--- config.mk ---
export PLATFORM = sky130hd
export DESIGN_NAME = gamepad_stick_and_button_qualifier
export DESIGN_NICKNAME = d
export VERILOG_FILES = /design/src/rtl/gsbq_pkg.sv /design/src/rtl/gsbq_angle.sv /design/src/rtl/gamepad_stick_and_button_qualifier.sv
export SDC_FILE = /design/constraint.sdc
export NUM_CORES = 1
export LEC_CHECK = 0
export ABC_AREA = 1
export BUFFER_PORTS_ARGS = -buffer_cell sky130_fd_sc_hd__buf_4
export CORE_MARGIN = 1.5
export CORE_UTILIZATION = 60
export DETAILED_ROUTE_END_ITERATION = 6
export PLACE_DENSITY = 0.88
export SYNTH_ARGS = -nofsm -noshare
export SYNTH_HDL_FRONTEND = slang
export SYNTH_HIERARCHICAL = 1
export SYNTH_SLANG_ARGS = --single-unit
--- constraint.sdc ---
create_clock -name clk -period 6.4 [get_ports clk]
set_clock_uncertainty 0.2 [all_clocks]
set_input_delay 0.64 -clock clk [delete_from_list [all_inputs] [get_ports clk]]
set_output_delay 0.64 -clock clk [all_outputs]
set_load 0.01 [all_outputs]
--- src/rtl/gsbq_pkg.sv ---
package gsbq_pkg;

  // CORDIC vectoring iterations; the arctangent table below covers up to 23.
  localparam int ANGLE_ITERATIONS = 16;
  localparam int ITER_W           = $clog2(ANGLE_ITERATIONS);
  localparam int TBL_IDX_W        = 5;
  localparam int ATAN_W           = 22;

  // Angle datapath: degrees in Q16, wide enough for the CORDIC gain.
  localparam int CORDIC_W = 26;
  localparam int Q_SHIFT  = 16;
  localparam int DEG_W    = 9;
  localparam logic [DEG_W-1:0] MAX_DEGREES = DEG_W'(359);
  localparam logic signed [CORDIC_W-1:0] HALF_TURN_Q16 = CORDIC_W'(180 * 65536);
  localparam logic signed [CORDIC_W-1:0] FULL_TURN_Q16 = CORDIC_W'(360 * 65536);

  // (degrees * 65536) / 360 equals (degrees * 8192) / 45, done two bits a cycle.
  localparam int DIVIDEND_W = DEG_W + 13;
  localparam int DIV_STEPS  = DIVIDEND_W / 2;
  localparam int STEP_W     = $clog2(DIV_STEPS);
  localparam int REM_W      = 6;
  localparam int CODE_W     = 16;
  localparam logic [REM_W+1:0] DIVISOR_X1 = (REM_W + 2)'(45);
  localparam logic [REM_W+1:0] DIVISOR_X2 = (REM_W + 2)'(90);
  localparam logic [REM_W+1:0] DIVISOR_X3 = (REM_W + 2)'(135);

  // Configuration register indexes (byte address divided by four).
  localparam logic [2:0] REG_INPUT_DISABLED = 3'd0;
  localparam logic [2:0] REG_DEADZONE_LOW   = 3'd1;
  localparam logic [2:0] REG_DEADZONE_HIGH  = 3'd2;
  localparam logic [2:0] REG_REPEAT_DELAY   = 3'd3;
  localparam logic [2:0] REG_REPEAT_RELOAD  = 3'd4;

  typedef enum logic [1:0] {
    S_IDLE,
    S_PREP,
    S_ANGLE,
    S_LOAD
  } ctl_state_t;

  typedef enum logic [2:0] {
    ANG_IDLE,
    ANG_ROT,
    ANG_FIX,
    ANG_DIV,
    ANG_DONE
  } ang_state_t;

  typedef struct packed {
    logic              start;
    logic              bypass;
    logic signed [7:0] sx;
    logic signed [7:0] sy;
  } ang_req_t;

  typedef struct packed {
    logic              done;
    logic [CODE_W-1:0] code;
    logic [3:0]        sector;
  } ang_rsp_t;

  // Arctangent of 2^-i in degrees, Q16, rounded to nearest.
  function automatic logic [ATAN_W-1:0] atan_q16(input logic [TBL_IDX_W-1:0] idx);
    logic [ATAN_W-1:0] v;
    unique case (idx)
      5'd0:    v = ATAN_W'(2949120);
      5'd1:    v = ATAN_W'(1740967);
      5'd2:    v = ATAN_W'(919879);
      5'd3:    v = ATAN_W'(466945);
      5'd4:    v = ATAN_W'(234379);
      5'd5:    v = ATAN_W'(117304);
      5'd6:    v = ATAN_W'(58666);
      5'd7:    v = ATAN_W'(29335);
      5'd8:    v = ATAN_W'(14668);
      5'd9:    v = ATAN_W'(7334);
      5'd10:   v = ATAN_W'(3667);
      5'd11:   v = ATAN_W'(1833);
      5'd12:   v = ATAN_W'(917);
      5'd13:   v = ATAN_W'(458);
      5'd14:   v = ATAN_W'(229);
      5'd15:   v = ATAN_W'(115);
      5'd16:   v = ATAN_W'(57);
      5'd17:   v = ATAN_W'(29);
      5'd18:   v = ATAN_W'(14);
      5'd19:   v = ATAN_W'(7);
      5'd20:   v = ATAN_W'(4);
      5'd21:   v = ATAN_W'(2);
      5'd22:   v = ATAN_W'(1);
      default: v = '0;
    endcase
    return v;
  endfunction

  // Direction bits per 22.5 degree sector: 1 right, 2 up, 4 left, 8 down.
  function automatic logic [3:0] sector_dir(input logic [3:0] sector);
    logic [3:0] d;
    unique case (sector)
      4'd0, 4'd15:  d = 4'd1;
      4'd1, 4'd2:   d = 4'd3;
      4'd3, 4'd4:   d = 4'd2;
      4'd5, 4'd6:   d = 4'd6;
      4'd7, 4'd8:   d = 4'd4;
      4'd9, 4'd10:  d = 4'd12;
      4'd11, 4'd12: d = 4'd8;
      default:      d = 4'd9;
    endcase
    return d;
  endfunction

endpackage

--- src/rtl/gsbq_angle.sv ---
module gsbq_angle (
  input  logic               clk,
  input  logic               rst,
  input  gsbq_pkg::ang_req_t req,
  output gsbq_pkg::ang_rsp_t rsp
);
  import gsbq_pkg::*;

  ang_state_t state, state_next;

  logic signed [CORDIC_W-1:0] x, y, z;
  logic signed [CORDIC_W-1:0] dx, dy, atan_ext, z_adj;
  logic signed [CORDIC_W-1:0] x_init, y_init, sx_ext, sy_ext;
  logic [ITER_W-1:0]          iter;
  logic                       bypass;
  logic [DEG_W-1:0]           deg_raw, deg;
  logic [DIVIDEND_W-1:0]      num;
  logic [REM_W-1:0]           rem, rem_next;
  logic [REM_W+1:0]           r_ext;
  logic [1:0]                 digit;
  logic [CODE_W-1:0]          quo;
  logic [STEP_W-1:0]          step;

  always_ff @(posedge clk) begin
    if (rst) begin
      state <= ANG_IDLE;
    end else begin
      state <= state_next;
    end
  end

  always_comb begin
    state_next = state;
    unique case (state)
      ANG_IDLE: begin
        if (req.start) state_next = ANG_ROT;
      end
      ANG_ROT: begin
        if (iter == ITER_W'(ANGLE_ITERATIONS - 1)) state_next = ANG_FIX;
      end
      ANG_FIX: state_next = ANG_DIV;
      ANG_DIV: begin
        if (step == STEP_W'(DIV_STEPS - 1)) state_next = ANG_DONE;
      end
      ANG_DONE: state_next = ANG_IDLE;
      default:  state_next = ANG_IDLE;
    endcase
  end

  always_comb begin
    sx_ext   = CORDIC_W'(req.sx) <<< Q_SHIFT;
    sy_ext   = CORDIC_W'(req.sy) <<< Q_SHIFT;
    x_init   = req.sx[7] ? -sx_ext : sx_ext;
    y_init   = req.sx[7] ? sy_ext : -sy_ext;
    dx       = y >>> iter;
    dy       = x >>> iter;
    atan_ext = {{(CORDIC_W - ATAN_W){1'b0}}, atan_q16(TBL_IDX_W'(iter))};
    z_adj    = z[CORDIC_W-1] ? z + FULL_TURN_Q16 : z;
    deg_raw  = z_adj[Q_SHIFT+DEG_W-1:Q_SHIFT];
    if (bypass) begin
      deg = '0;
    end else if (deg_raw > MAX_DEGREES) begin
      deg = MAX_DEGREES;
    end else begin
      deg = deg_raw;
    end
    r_ext = {rem, num[DIVIDEND_W-1 -: 2]};
    priority if (r_ext >= DIVISOR_X3) begin
      digit    = 2'd3;
      rem_next = REM_W'(r_ext - DIVISOR_X3);
    end else if (r_ext >= DIVISOR_X2) begin
      digit    = 2'd2;
      rem_next = REM_W'(r_ext - DIVISOR_X2);
    end else if (r_ext >= DIVISOR_X1) begin
      digit    = 2'd1;
      rem_next = REM_W'(r_ext - DIVISOR_X1);
    end else begin
      digit    = 2'd0;
      rem_next = r_ext[REM_W-1:0];
    end
  end

  always_ff @(posedge clk) begin
    unique case (state)
      ANG_IDLE: begin
        if (req.start) begin
          x      <= x_init;
          y      <= y_init;
          z      <= req.sx[7] ? HALF_TURN_Q16 : '0;
          bypass <= req.bypass;
          iter   <= '0;
        end
      end
      ANG_ROT: begin
        if (y > 0) begin
          x <= x + dx;
          y <= y - dy;
          z <= z + atan_ext;
        end else begin
          x <= x - dx;
          y <= y + dy;
          z <= z - atan_ext;
        end
        iter <= iter + 1'b1;
      end
      ANG_FIX: begin
        num  <= {deg, {(DIVIDEND_W - DEG_W){1'b0}}};
        rem  <= '0;
        quo  <= '0;
        step <= '0;
      end
      ANG_DIV: begin
        num  <= {num[DIVIDEND_W-3:0], 2'b00};
        rem  <= rem_next;
        quo  <= {quo[CODE_W-3:0], digit};
        step <= step + 1'b1;
      end
      default: begin
      end
    endcase
  end

  assign rsp.done   = (state == ANG_DONE);
  assign rsp.code   = quo;
  assign rsp.sector = quo[CODE_W-1 -: 4];

endmodule

--- src/rtl/gamepad_stick_and_button_qualifier.sv ---
// From an accepted request to the result register, a request passes the prepare
// state, the angle unit (16 CORDIC iterations, one fix-up, 11 two-bit
// division steps, one done state) and the load state.
// A new request is taken only in the idle state, once the last one has been
// loaded. A result still waiting only delays the load.
// Reset (rst, synchronous, active high) restores the register defaults and
// clears the button history, repeat count, latches and result valid.
module gamepad_stick_and_button_qualifier (
  input  logic        clk,
  input  logic        rst,
  // Request channel.
  input  logic        req_valid,
  output logic        req_ready,
  input  logic        sample_valid,
  input  logic [17:0] raw_buttons,
  input  logic [7:0]  stick_raw_x,
  input  logic [7:0]  stick_raw_y,
  // Result channel.
  output logic        rsp_valid,
  input  logic        rsp_ready,
  output logic [19:0] combined_buttons,
  output logic [19:0] rising_edges,
  output logic [19:0] falling_edges,
  output logic [19:0] repeat_buttons,
  output logic [15:0] angle_code,
  output logic [6:0]  stick_magnitude,
  output logic signed [7:0] stick_x,
  output logic signed [7:0] stick_y,
  output logic        home_pressed,
  output logic        hold_active,
  // Configuration port.
  input  logic        psel,
  input  logic        penable,
  input  logic        pwrite,
  input  logic [4:0]  paddr,
  input  logic [31:0] pwdata,
  output logic [31:0] prdata,
  output logic        pready
);
  import gsbq_pkg::*;

  // Configuration registers.
  logic       input_disabled;
  logic [7:0] deadzone_low;
  logic [7:0] deadzone_high;
  logic [3:0] repeat_delay;
  logic [3:0] repeat_reload;

  // Frame-to-frame state.
  logic [19:0] previous_buttons;
  logic [3:0]  held_frames;
  logic        home_latch;
  logic        hold_latch;

  // Per-request working registers, captured when the request is accepted (the magnitude in the prepare state).
  ctl_state_t        state, state_next;
  logic [15:0]       buttons_r;
  logic signed [7:0] sx_r, sy_r;
  logic              zeroed_r;
  logic              deflected_r;
  logic [6:0]        mag_r;

  ang_req_t ang_req;
  ang_rsp_t ang_rsp;

  logic              wr_en;
  logic              accept;
  logic              load;
  logic              hold_next;
  logic              zeroed;
  logic              deflected;
  logic signed [7:0] sx_c, sy_c;
  logic [6:0]        abs_x, abs_y, bmax, bmin;
  logic [7:0]        bmin_scaled;
  logic [8:0]        mag_sum;
  logic [6:0]        mag_c;
  logic [3:0]        dir;
  logic [19:0]       cur, rise, fall, rep;
  logic [4:0]        cnt;
  logic [3:0]        held_next;

  // ---------------------------------------------------------------------
  // Configuration port. Writes complete in the access phase; pready is
  // tied high, so there are never wait states. Addresses past the last
  // register write nothing and read as zero.
  // ---------------------------------------------------------------------
  assign pready = 1'b1;
  assign wr_en  = psel & penable & pwrite & pready;

  always_ff @(posedge clk) begin
    if (rst) begin
      input_disabled <= 1'b0;
      deadzone_low   <= 8'd64;
      deadzone_high  <= 8'd192;
      repeat_delay   <= 4'd12;
      repeat_reload  <= 4'd10;
    end else if (wr_en) begin
      unique case (paddr[4:2])
        REG_INPUT_DISABLED: input_disabled <= pwdata[0];
        REG_DEADZONE_LOW:   deadzone_low   <= pwdata[7:0];
        REG_DEADZONE_HIGH:  deadzone_high  <= pwdata[7:0];
        REG_REPEAT_DELAY:   repeat_delay   <= pwdata[3:0];
        REG_REPEAT_RELOAD:  repeat_reload  <= pwdata[3:0];
        default: begin
        end
      endcase
    end
  end

  always_comb begin
    unique case (paddr[4:2])
      REG_INPUT_DISABLED: prdata = {31'd0, input_disabled};
      REG_DEADZONE_LOW:   prdata = {24'd0, deadzone_low};
      REG_DEADZONE_HIGH:  prdata = {24'd0, deadzone_high};
      REG_REPEAT_DELAY:   prdata = {28'd0, repeat_delay};
      REG_REPEAT_RELOAD:  prdata = {28'd0, repeat_reload};
      default:            prdata = '0;
    endcase
  end

  // ---------------------------------------------------------------------
  // Sample qualification at accept time. The hold switch of a valid sample
  // takes effect on that same frame. A zeroed frame (input disabled, hold
  // on, or no sample) reads as released buttons and a centered stick.
  // Centering is raw minus 128, which is the raw value with its top bit
  // flipped; a raw zero is clamped to -127 to keep the axis symmetric.
  // The deadzone test looks at the raw axes, zeroed or not.
  // ---------------------------------------------------------------------
  assign accept    = req_valid & req_ready;
  assign hold_next = sample_valid ? raw_buttons[17] : hold_latch;
  assign zeroed    = input_disabled | hold_next | ~sample_valid;
  assign deflected = (stick_raw_x < deadzone_low) | (stick_raw_x > deadzone_high) |
                     (stick_raw_y < deadzone_low) | (stick_raw_y > deadzone_high);

  always_comb begin
    if (zeroed) begin
      sx_c = '0;
      sy_c = '0;
    end else begin
      sx_c = (stick_raw_x == 8'd0) ? -8'sd127 : signed'({~stick_raw_x[7], stick_raw_x[6:0]});
      sy_c = (stick_raw_y == 8'd0) ? -8'sd127 : signed'({~stick_raw_y[7], stick_raw_y[6:0]});
    end
  end

  always_ff @(posedge clk) begin
    if (rst) begin
      home_latch <= 1'b0;
      hold_latch <= 1'b0;
    end else if (accept && sample_valid) begin
      home_latch <= raw_buttons[16];
      hold_latch <= raw_buttons[17];
    end
  end

  always_ff @(posedge clk) begin
    if (accept) begin
      buttons_r   <= zeroed ? 16'd0 : raw_buttons[15:0];
      sx_r        <= sx_c;
      sy_r        <= sy_c;
      zeroed_r    <= zeroed;
      deflected_r <= deflected;
    end
  end

  // ---------------------------------------------------------------------
  // Magnitude, computed in the prepare cycle: alpha-max-beta-min with the
  // larger axis scaled by about 0.969 and the smaller by about 0.398,
  // saturated at 127.
  // ---------------------------------------------------------------------
  always_comb begin
    abs_x       = sx_r[7] ? 7'(-sx_r) : sx_r[6:0];
    abs_y       = sy_r[7] ? 7'(-sy_r) : sy_r[6:0];
    bmax        = (abs_x < abs_y) ? abs_y : abs_x;
    bmin        = (abs_x < abs_y) ? abs_x : abs_y;
    bmin_scaled = {1'b0, bmin} + {2'b00, bmin[6:1]};
    mag_sum     = 9'(bmin_scaled[7:6]) + 9'(bmin_scaled[7:2]) + 9'(bmax)
                - 9'(bmax[6:5]);
    mag_c       = (mag_sum > 9'd127) ? 7'd127 : mag_sum[6:0];
  end

  always_ff @(posedge clk) begin
    if (state == S_PREP) begin
      mag_r <= mag_c;
    end
  end

  // ---------------------------------------------------------------------
  // Angle unit. The angle is forced to zero inside the deadzone and for a
  // centered stick, which also makes the angle code zero.
  // ---------------------------------------------------------------------
  assign ang_req.start  = (state == S_PREP);
  assign ang_req.bypass = ~deflected_r | ((sx_r == 8'sd0) & (sy_r == 8'sd0));
  assign ang_req.sx     = sx_r;
  assign ang_req.sy     = sy_r;

  gsbq_angle u_angle (
    .clk (clk),
    .rst (rst),
    .req (ang_req),
    .rsp (ang_rsp)
  );

  // ---------------------------------------------------------------------
  // Control sequence: sample, prepare, wait for the angle, then load the
  // result register as soon as it is free. The result register lets the
  // next request in while an earlier result waits to be taken.
  // ---------------------------------------------------------------------
  always_ff @(posedge clk) begin
    if (rst) begin
      state <= S_IDLE;
    end else begin
      state <= state_next;
    end
  end

  always_comb begin
    state_next = state;
    req_ready  = 1'b0;
    load       = 1'b0;
    unique case (state)
      S_IDLE: begin
        req_ready = 1'b1;
        if (req_valid) state_next = S_PREP;
      end
      S_PREP: state_next = S_ANGLE;
      S_ANGLE: begin
        if (ang_rsp.done) state_next = S_LOAD;
      end
      S_LOAD: begin
        if (!rsp_valid || rsp_ready) begin
          load       = 1'b1;
          state_next = S_IDLE;
        end
      end
      default: state_next = S_IDLE;
    endcase
  end

  // ---------------------------------------------------------------------
  // Buttons, edges and auto-repeat. Direction bits come from the angle
  // sector, but only for a deflected stick on a frame that was not zeroed.
  // While the combined buttons stay unchanged the held count runs; once it
  // passes the delay, every held bit repeats and the count reloads.
  // ---------------------------------------------------------------------
  always_comb begin
    dir  = (deflected_r && !zeroed_r) ? sector_dir(ang_rsp.sector) : 4'd0;
    cur  = {dir, buttons_r};
    rise = ~previous_buttons & cur;
    fall = previous_buttons & ~cur;
    cnt  = {1'b0, held_frames} + 5'd1;
    if (previous_buttons == cur) begin
      if (cnt > {1'b0, repeat_delay}) begin
        held_next = repeat_reload;
        rep       = cur;
      end else begin
        held_next = cnt[3:0];
        rep       = '0;
      end
    end else begin
      held_next = '0;
      rep       = rise;
    end
  end

  always_ff @(posedge clk) begin
    if (rst) begin
      previous_buttons <= '0;
      held_frames      <= '0;
    end else if (load) begin
      previous_buttons <= cur;
      held_frames      <= held_next;
    end
  end

  // Result register.
  always_ff @(posedge clk) begin
    if (rst) begin
      rsp_valid <= 1'b0;
    end else if (load) begin
      rsp_valid <= 1'b1;
    end else if (rsp_ready) begin
      rsp_valid <= 1'b0;
    end
  end

  always_ff @(posedge clk) begin
    if (load) begin
      combined_buttons <= cur;
      rising_edges     <= rise;
      falling_edges    <= fall;
      repeat_buttons   <= rep;
      angle_code       <= ang_rsp.code;
      stick_magnitude  <= deflected_r ? mag_r : 7'd0;
      stick_x          <= deflected_r ? sx_r : 8'sd0;
      stick_y          <= deflected_r ? sy_r : 8'sd0;
      home_pressed     <= home_latch;
      hold_active      <= hold_latch;
    end
  end

endmodule
# Word-level counts from Yosys, hierarchy flattened
# Memory sizes are Yosys's and may differ from the RTL's. A register that Yosys moved wholly into a read port is not among the register bits.
# Cells that the tools add are included.
# word_totals
output_inout_bits	156
mem_count	2
elab_cells	195
ff_bits	350
rom_bits	416
in_bits	79
# classes
reduce_logical	26
n_addsub	21
order_cmp	12
shifts	2
eq_ne	20
mux	55
n_bitwise	18
# memory_table
name	depth	word_bits	read_ports	rd_clocked_by_memory_dff	wr	line_no	source
(no name shown)	16	22	1	1	0	gsbq_pkg.sv:65	unique case (idx)
(no name shown)	16	4	1	1	0	gsbq_pkg.sv:97	unique case (sector)
# op_table
op	n
$mux 26	8
$pmux 26 s2	3
$add 26x26->26	2
$neg 24->26	2
$sshr 26x4->26	2
$sub 26x26->26	2
$pmux 22 s2	1
$and 20x20->20	2
$mux 20	2
$not 20->20	2
$pmux 8 s5	1
$logic_not 8->1	4
$pmux 16 s2	1
$mux 7	4
$add 26x23->26	1
$gt 26x1->1 const B	1
$sub 26x23->26	1
$add 25x25->25 const B	1
$mux 25	1
$mux 24	1
$mux 4	6
$eq 20x20->1	1
$mux 6	3
$mux 9	2
47 further kinds	100

# Longest topological paths before layout
# depth
depth_word	9
depth_mapped	38
depth_no_buf	37

# By module
# The synthesis kept the hierarchy.
# modules_own_cells
module	instances	seq_area_each_um2	cells_per_inst	area_each_um2
gsbq_angle	1	4043.9	2188	14420.1
gamepad_stick_and_button_qualifier	1	5945.7	1057	10887.9

# Worst setup path after synthesis
# Ideal clock, no wire load.
# synth_timing
path_type	flip-flop to flip-flop
start	register sy_r[0]
end	register mag_r[5], data pin
setup_ns	0.269
required_time_ns	5.931
arrival_time_ns	5.369
slack_ns	0.562
path_stages_with_launch	34
n_path_buf	1
synth_period_minus_slack_ns	5.838
path_cell_list	edfxtp_1 -> inv_1 -> ha_1 -> o21ai_0 -> a21oi_1 -> a21oi_1 -> ha_1 -> a21oi_1 -> nand2_1 -> nand2_1 -> nand2_1 -> nand2_1 -> nand3_4 -> nand2_4 -> clkbuf_1 -> o21ai_0 -> ha_1 -> nand3_2 -> nand2_2 -> nand2_1 -> nand2_1 -> nand2_1 -> nand2_1 -> fa_1 -> fa_1 -> ha_1 -> fa_1 -> a31oi_1 -> nor2_1 -> o21ai_0 -> nand2_1 -> xor2_1 -> nor2_2 -> o21ai_0
# synth_between
elab_chain_cells	9
elab_cells_between_ends	10
cone_classes	5 x add/sub; 2 x order compare; 3 x mux
# synth_lines
element	line_no	source
from (decl)	gamepad_stick_and_button_qualifier.sv:58	logic signed [7:0] sx_r, sy_r;
from (signal assigned)	gamepad_stick_and_button_qualifier.sv:159	sy_r <= sy_c;
$neg 7->7	gamepad_stick_and_button_qualifier.sv:172	abs_y = sy_r[7] ? 7'(-sy_r) : sy_r[6:0];
$mux 7 *	gamepad_stick_and_button_qualifier.sv:172	
$lt 7x7->1	gamepad_stick_and_button_qualifier.sv:173, gamepad_stick_and_button_qualifier.sv:174	
$mux 7	gamepad_stick_and_button_qualifier.sv:174	bmin = (abs_x < abs_y) ? abs_x : abs_y;
$add 7x6->8	gamepad_stick_and_button_qualifier.sv:175	bmin_scaled = {1'b0, bmin} + {2'b00, bmin[6:1]};
$add 2x6->7	gamepad_stick_and_button_qualifier.sv:176	mag_sum = 9'(bmin_scaled[7:6]) + 9'(bmin_scaled[7:2]) + 9'(bmax)
$add 7x7->8	gamepad_stick_and_button_qualifier.sv:176	
$sub 8x2->9 *	gamepad_stick_and_button_qualifier.sv:177	- 9'(bmax[6:5]);
$gt 9x7->1	gamepad_stick_and_button_qualifier.sv:178	mag_c = (mag_sum > 9'd127) ? 7'd127 : mag_sum[6:0];
to (signal assigned)	gamepad_stick_and_button_qualifier.sv:183	mag_r <= mag_c;
to (decl)	gamepad_stick_and_button_qualifier.sv:61	logic [6:0] mag_r;
# Mark *: on every way between the ends. The rest lies on a longest branch, timed or not.
# A chain may end at the register's enable or synchronous reset.

# Final worst setup path
# layout_timing
start	register sy_r[1]
end	register mag_r[5], data pin
# Same word-level chain as after synthesis.

==> metrics.cfg <==
[timing]
totalNegativeSetupSlack_ns = 0
max_slew_margin = 0.265
tightestPinTransition_ns = 1.10
finalHoldViolations = 0
drv_slew = 0
fmax_mhz = 166
finalCritPeriodShare = 0.941
setup_viol = 0
fin_crit_ns = 6.02
holdWs_ns = 0.0896
fin_ws_ns = 0.380

[critical_path]
start_kind = register
ff2ff_path_depth = 33
r2r_start = sy_r[1]
r2r_setup_slack_ns = 0.38
cpMostUsedCell = nand2_1
startpoint = sy_r[1]
slowest_stage = fa_2
crit_type = reg2reg
critical-path-top-delay-family = adder cells
timing.rr.end = mag_r[5]
cp.required_ns = 6.51
critical_path_arrival_ns = 6.13
cp_num_buf_inv = 1
setup.worst_path.end_class = register
slowest_delay_ns = 0.49
cp_max_fo = 7

[logic_synthesis]
synth-edff-count = 280
synthArstFlopShare = 0
avgSynthCellArea_sq_um = 7.80
synth-main-ff-cell = edfxtp_1
synth_cell_types = 62
syn-cell-area_sq_um = 25300
syn_inst = 3245
ys_seq_area_frac = 0.395
synth_warnings = 6
synth_seq_cells = 359

[routing]
detail_route.first_pass.iterations = 6
num_vias = 22726
ant_nets = 0
drt-wirelength-per-cell_um = 16.5
via_per_inst = 5.73
initialDrtViolationCount = 1897
drc = 0
drt-total-wl_mm = 65.3

[cells_and_area]
layout_commonest_cell = nand2_1
diodes = 0
drive_gt1_frac = 0.108
final_cell_mix = nand2_1 (710), inv_1 (437), nand3_1 (285), edfxtp_1 (280), nor2_1 (253)
syn_to_final_growth_pct = 12.7
nets = 3693
design_area_sq_um = 28500

[job]
maxCapViolCount = 0

[run_status]
status = finished, final reports clean

[global_routing]
antenna_found_initial = 0
grt_max_degree = 76
grt.overflow.total = 0
track_usage = 0.293
grt_pass1_wl_mm = 104
grt_pass1_vias = 21103

[hold_path]
whs_path_depth = 3
hold_start = pwdata[7]
hold_end = deadzone_high[7]
min_path_type = in2reg

[clock_tree]
cts_max_path_buffers = 3
clkSinkCount = 359
root_buffer = clkbuf_16
cts_buffers = 39
ctsHtreeMaxLevel = 2
cts_tree = built
worstSkewPairLatency_ns = 0.58
clk_pin_slew_ns = 0.06

[placement]
port_buffers = 183
placed_area_sq_um = 27000
dp_hpwl_mm = 47.1
place_ws_ns = -0.0576
routabilityCongestion = 0.962

[die]
core_sq_um = 41800
die-area_sq_um = 43400
initial_core_util = 0.606
placementRows = 75
fp.dieH_um = 208
die_x_um = 208
pin_count = 235

-- how the worst max path moves through the flow --
stage | depth (start not counted) | end | slack, ns
floorplan | 33 | mag_r[5] | 0.56
global placement | 31 | mag_r[5] | 0.10
detailed placement | 31 | mag_r[5] | -0.06
CTS | 32 | mag_r[5] | 0.007
global route | 34 | mag_r[5] | -0.09
finish | 33 | mag_r[5] | 0.38
-- synthesized netlist by cell type (21+ instances only) --
library cell | number | share of area
o211ai_1 | 23 | 0.0068
nand4_1 | 23 | 0.0057
ha_1 | 208 | 0.10
buf_2 | 27 | 0.0053
nand2_1 | 710 | 0.11
edfxtp_1 | 280 | 0.33
nand3_1 | 285 | 0.056
nor3_1 | 28 | 0.0055
a21oi_1 | 239 | 0.047
o31ai_1 | 26 | 0.0077
nor2_1 | 255 | 0.038
clkbuf_1 | 53 | 0.0079
xnor2_1 | 21 | 0.0073
o21ai_0 | 196 | 0.039
o21ai_1 | 26 | 0.0051
xor2_1 | 68 | 0.024
buf_4 | 30 | 0.0089
dfxtp_1 | 79 | 0.062
inv_1 | 439 | 0.065
-- stage by stage --
stage / utilization / instances
finish: 0.683 / 3969
global route: 0.683 / 3969
CTS: 0.679 / 3963
detailed placement: 0.647 / 3891
global placement: 0.647 / 3891
floorplan: - / 3268
-- kinds of logic (layout without fill, tap and decap cells) --
logic type               Yosys count  after routing  share of synthesized area
AND/OR/NAND/NOR                 1373           1375                      0.231
AO/OA/AOI/OAI                    629            629                      0.142
other                              2             25                   0.000297
buffers and inverters            578            738                     0.0933
adder cells (fa/ha/maj)          215            215                      0.108
XOR/XNOR                          89             89                     0.0308
flip-flops                       359            359                      0.395
-- area by class of cell --
type	count	area, sq um
clock buffers	41	1000
multi-input cells	2333	13200
flip-flops and latches	359	9990
clock inverters	31	357
inverters	453	1700
fillers	3211	13200
repair buffers	213	1600
well taps	539	674
-- state kept, by name (all words and copies together), names as in the netlist, 20 cells and up --
signal / flops
combined_buttons: 20
falling_edges: 20
previous_buttons: 20
repeat_buttons: 20
rising_edges: 20
u_angle/atan_ext: 22
u_angle/x: 26
u_angle/y: 26
u_angle/z: 26
-- tightest hold or removal path: cells and delay by family --
kind	cells	cell delay [ns]
buffers and inverters	1	0.08
AO/OA/AOI/OAI	1	0.06
AND/OR/NAND/NOR	1	0.04
-- layer usage --
layer  vias to the layer above  part of all wire  wire length, um  GRT usage
li1                      11193                 -                -          -
met1                     10352              0.41            26600      0.367
met2                       974              0.48            31300      0.503
met3                       207             0.066             4310     0.0412
met4                         0             0.047             3070      0.136
met5                         -                 0                0          0
-- timing repair --
action / in CTS / in global routing
cloned: 0 / 2
pin swaps: 0 / 6
setup endpoints to repair: 4 / 7
hold buffers: 0 / 0
setup buffers: 0 / 4
resized for setup: 1 / 22
Power is not shown: default switching activity piles up to over one toggle a cycle in this logic, so the estimate is an artifact.
